==> src/rtl/core/swm_pkg.sv <==
// ---------------------------------------------------------------------------
// swm_pkg: shared types and constants of the sliding window median core
// Sizes of the cell row, sample keys, ages and the cell control and link
// structures.
// ---------------------------------------------------------------------------
package swm_pkg;

  localparam int MAX_WINDOW = 64;
  localparam int DATA_W     = 32;
  localparam int CFG_W      = 7;
  localparam int AGE_W      = $clog2(MAX_WINDOW);
  localparam int CNT_W      = $clog2(MAX_WINDOW + 1);

  // sign bit flipped so that unsigned order equals signed order
  localparam logic [DATA_W-1:0] SIGN_FLIP = {1'b1, {(DATA_W-1){1'b0}}};

  typedef logic [DATA_W-1:0] key_t;
  typedef logic [AGE_W-1:0]  age_t;
  typedef logic [CNT_W-1:0]  cnt_t;
  typedef logic [CFG_W-1:0]  cfg_t;

  typedef struct packed {
    logic vld;
    logic surv;
    logic gt;
    logic bef;
    key_t key;
    age_t age;
  } cell_link_t;

  typedef struct packed {
    logic load;
    logic clr;
    logic full;
    key_t key;
    age_t last_age;
  } cell_ctl_t;

endpackage

==> src/rtl/core/swm_cell.sv <==
// ---------------------------------------------------------------------------
// swm_cell: one slot of the sorted window
// Holds one key with its age, compares it to the incoming key and takes its
// new content from itself, a neighbour or the incoming key.
// ---------------------------------------------------------------------------
module swm_cell (
  input  logic               clk,
  input  logic               rst_n,
  input  swm_pkg::cell_ctl_t ctl,
  input  swm_pkg::cell_link_t prv,
  input  swm_pkg::cell_link_t nxt,
  input  logic               bef_in,
  output logic               bef_out,
  output swm_pkg::cell_link_t lnk
);
  import swm_pkg::*;

  logic vld_r, vld_nxt;
  key_t key_r, key_nxt;
  age_t age_r, age_nxt;
  logic ev, surv, gt;
  logic own_keep, from_next, from_prev;

  assign ev      = ctl.full & vld_r & (age_r == ctl.last_age);
  assign surv    = vld_r & ~ev;
  assign gt      = key_r > ctl.key;
  assign bef_out = bef_in | ev;

  assign own_keep  = surv & (bef_in == gt);
  assign from_next = nxt.surv & nxt.bef & ~nxt.gt;
  assign from_prev = prv.surv & prv.gt & ~prv.bef;

  always_comb begin
    if (own_keep) begin
      key_nxt = key_r;
      age_nxt = age_r + age_t'(1);
    end else if (from_next) begin
      key_nxt = nxt.key;
      age_nxt = nxt.age + age_t'(1);
    end else if (from_prev) begin
      key_nxt = prv.key;
      age_nxt = prv.age + age_t'(1);
    end else begin
      key_nxt = ctl.key;
      age_nxt = '0;
    end
  end

  always_comb begin
    if (ctl.clr) begin
      vld_nxt = 1'b0;
    end else if (ctl.load && !ctl.full) begin
      vld_nxt = vld_r | prv.vld;
    end else begin
      vld_nxt = vld_r;
    end
  end

  always_ff @(posedge clk) begin
    if (!rst_n) begin
      vld_r <= 1'b0;
    end else begin
      vld_r <= vld_nxt;
    end
  end

  always_ff @(posedge clk) begin
    if (ctl.load) begin
      key_r <= key_nxt;
      age_r <= age_nxt;
    end
  end

  assign lnk = '{vld: vld_r, surv: surv, gt: gt, bef: bef_in, key: key_r, age: age_r};

endmodule

==> config.mk <==
export PLATFORM = sky130hd
export DESIGN_NAME = swm_cell
export DESIGN_NICKNAME = d
export VERILOG_FILES = /design/src/rtl/core/swm_pkg.sv /design/src/rtl/core/swm_cell.sv
export SDC_FILE = /design/constraint.sdc
export NUM_CORES = 1
export LEC_CHECK = 0
export BUFFER_PORTS_ARGS = -buffer_cell sky130_fd_sc_hd__clkbuf_2
export CORE_MARGIN = 8
export CORE_UTILIZATION = 49
export CTS_CLUSTER_DIAMETER = 40
export DETAILED_ROUTE_END_ITERATION = 10
export PLACE_DENSITY = 0.95
export SYNTH_ARGS = -nofsm -noshare
export SYNTH_HDL_FRONTEND = slang
export SYNTH_SLANG_ARGS = --single-unit
==> constraint.sdc <==
create_clock -name clk -period 6 [get_ports clk]
set_input_delay 0.6 -clock clk [delete_from_list [all_inputs] [get_ports clk]]
set_output_delay 0.6 -clock clk [all_outputs]
set_load 0.02 [all_outputs]
==> impl_metrics.ini <==
[finish]
antenna_cells = 0
syn2layout_area_growth_pct = 30.9
nFillCells = 528
ff_latch_area_um2 = 1160
nets = 656
final_cell_mix = clkbuf_2 (169), nand2_1 (48), edfxtp_1 (38)
drive_gt1_share_pct = 37.0
final_common_cell = clkbuf_2
multi_input_comb_area_um2 = 1750

[setup_path]
reg2reg_depth = 7
cpLargestDelayFamily = simple AND/OR/NAND/NOR gates
endpoint_kind = flip-flop
cp-start-kind = flip-flop
path_buf_inv = 0
timing.rr.end = key_r[13]$_DFFE_PP_
crit_type = reg2reg
rr_startpoint = key_r[14]$_DFFE_PP_
cp_max_fo = 32
cp.required_ns = 5.91
critPathArrivalTime_ns = 3.31
path_cells = ha_1 > nand4_1 > or4_1 > or3_1 > o21a_2 > mux2_4 > and2_2
cpPeakStageDelay_ns = 0.68
r2r_slack_ns = 2.61
cp_slowest_cell = and2_2

[power_and_ir_drop]
peakVddDrop_mv = 0.109
power_density_nw_per_um2 = 178
p_total_mw = 0.725
p_leak_nw = 2.22

[timing]
post-route-period-util_pct = 56.6
setup_viol = 0
rsz0062_at_grt = false
hold_violations = 0
timing_worst_slew_pin_value_ns = 0.788
slew_violations = 0
tns_ns = 0
timing.final.ws_setup_ns = 2.61
fmax_mhz = 295
period_minus_slack_ns = 3.39
relSlewSlack_pct = 47.5
final.setup_skew_ns = 0.0137

[place]
numPortBuffers = 169
gp_congestion = 0.791
dpl.hpwl_mm = 7.37
pre_cts_slack_ns = 2.30

[logic_synthesis]
ys_seq_area_share_pct = 37.3
syn_avg_cell_area_um2 = 9.41
yosysWarnings = 0
synth_cell_type_count = 39
netlist_instances = 331
synth_nets = 494
ys_seq_elements = 39
synth_area_um2 = 3110

[clock_tree]
clk_latency_ns = 0.29
cts_buffers = 5
cts_tree = done
postCtsSetupBuffers = 0
cts_num_sinks = 39
cts.repair.resized = 0
clockRootBuffer = clkbuf_8
cts_max_level = 2
clk_pin_slew_ns = 0.08
clock_path_buffers = 2
ctsHoldBuffers = 0

[routing]
wl_per_cell_um = 15.5
drtIter0Drc = 48
vias_per_cell = 5.13
dr.pass1.iters = 4
routed_wl_mm = 8.86
num_vias = 2929
post-route-drc-count = 0
drtAntennaViolNets = 0

[global_route]
grt_pass1_vias = 3036
grt_pass1_wl_mm = 13.7
gr-usage-all-layers_pct = 19.0
antenna_found_initial = 0
grt_max_degree = 73
gr-total-overflow = 0

[die]
die_w_um = 95.7
coreArea_um2 = 6240
ioPinCount = 171
fp.dieH_um = 95.7
die_area_um2 = 9160
start_util_pct = 49.9
rows = 29

[flow_run]
drv_cap = 0

[run_status]
status = completed

[hold_path]
hold-path-cell-count = 2
hold_path_class = in2reg
min_to = vld_r$_SDFFE_PP0P_
hp-start = ctl[39]
==> stage by stage <==
stage	area (um2)	utilization (%)	std cells	hold slack (ns)
after floorplan	3110	-	331	0.533
after global placement	4000	64.0	563	0.547
after detailed placement	4000	64.0	563	0.649
after CTS	4080	65.3	571	0.462
after global routing	4080	65.3	571	0.458
final	4080	65.3	571	0.467
==> layout make-up <==
class                   count  area share (%)
clock buffers               6            1.78
inverters                  35            3.22
clock inverters             2           0.184
flip-flops and latches     39            28.5
well taps                  77            2.36
repair buffers            171            21.1
multi-input cells         241            42.8
==> power breakdown <==
group | total (mW) | leakage [nW] | switching [mW] | internal [mW]
Combinational | 0.214 | 1.80 | 0.119 | 0.0950
Clock | 0.172 | 0.0403 | 0.0924 | 0.0794
Sequential | 0.340 | 0.384 | 0.0141 | 0.326
Total | 0.725 | 2.22 | 0.225 | 0.500
==> worst max path at each step <==
| stage | start | slack [ns] | endpoint | cells past startpoint |
|---|---|---|---|---|
| floorplan | ctl[20] | 2.75 | key_r[0]$_DFFE_PP_ | 9 |
| global placement | ctl[20] | 2.34 | key_r[15]$_DFFE_PP_ | 9 |
| detailed placement | ctl[36] | 2.30 | key_r[12]$_DFFE_PP_ | 10 |
| CTS | key_r[14]$_DFFE_PP_ | 2.57 | key_r[21]$_DFFE_PP_ | 7 |
| global route | key_r[14]$_DFFE_PP_ | 2.43 | key_r[16]$_DFFE_PP_ | 7 |
| finish | key_r[14]$_DFFE_PP_ | 2.61 | key_r[13]$_DFFE_PP_ | 7 |
==> cells by family after synthesis <==
| group | Yosys count | synth area share, % |
|---|---|---|
| AO/OA/AOI/OAI | 68 | 12.2 |
| XOR/XNOR | 18 | 5.06 |
| adder cells (fa/ha/maj) | 35 | 14.1 |
| buffers and inverters | 51 | 6.87 |
| flip-flops | 39 | 37.3 |
| multiplexers | 39 | 12.9 |
| AND/OR/NAND/NOR | 81 | 11.7 |
==> cell usage after synthesis <==
library cell / n / area [um2]
nand2_1: 48 / 180
edfxtp_1: 38 / 1140
mux2i_1: 37 / 370
o21ai_0: 36 / 180
ha_1: 35 / 438
inv_1: 35 / 131
a21oi_1: 17 / 85.1
xor2_1: 11 / 96.3
clkbuf_1: 10 / 37.5
nand3_1: 10 / 50.1
xnor2_1: 7 / 61.3
nand4_1: 5 / 31.3
nor2_1: 5 / 18.8
a22oi_1: 4 / 30.0
buf_4: 4 / 30.0
nor3_1: 3 / 15.0
a31oi_1: 2 / 12.5
mux2_4: 2 / 30.0
o211ai_1: 2 / 15.0
a21boi_0: 1 / 7.51
a21o_1: 1 / 7.51
a21o_2: 1 / 8.76
a22o_1: 1 / 8.76
a2bb2oi_1: 1 / 8.76
and2_2: 1 / 7.51
and3_1: 1 / 6.26
buf_1: 1 / 3.75
buf_6: 1 / 11.3
dfxtp_1: 1 / 20.0
nand2b_1: 1 / 6.26
nand3b_1: 1 / 7.51
nor2b_1: 1 / 6.26
nor3b_1: 1 / 7.51
nor4_1: 1 / 6.26
o21a_1: 1 / 7.51
o21a_2: 1 / 8.76
or2_2: 1 / 6.26
or3_1: 1 / 6.26
or4_1: 1 / 7.51
==> per-layer routing <==
metal	up-vias	global-route usage, %	wire length, um
li1	1493	-	-
met1	1317	20.5	3360
met2	109	35.3	4720
met3	10	5.15	667
met4	0	5.89	112
met5	-	0	0
==> state kept, by name, summed over array words and instances (netlist names) <==
register,count
age_r,6
key_r,32
vld_r,1
No activity file was read; power rests on OpenSTA's default activity.
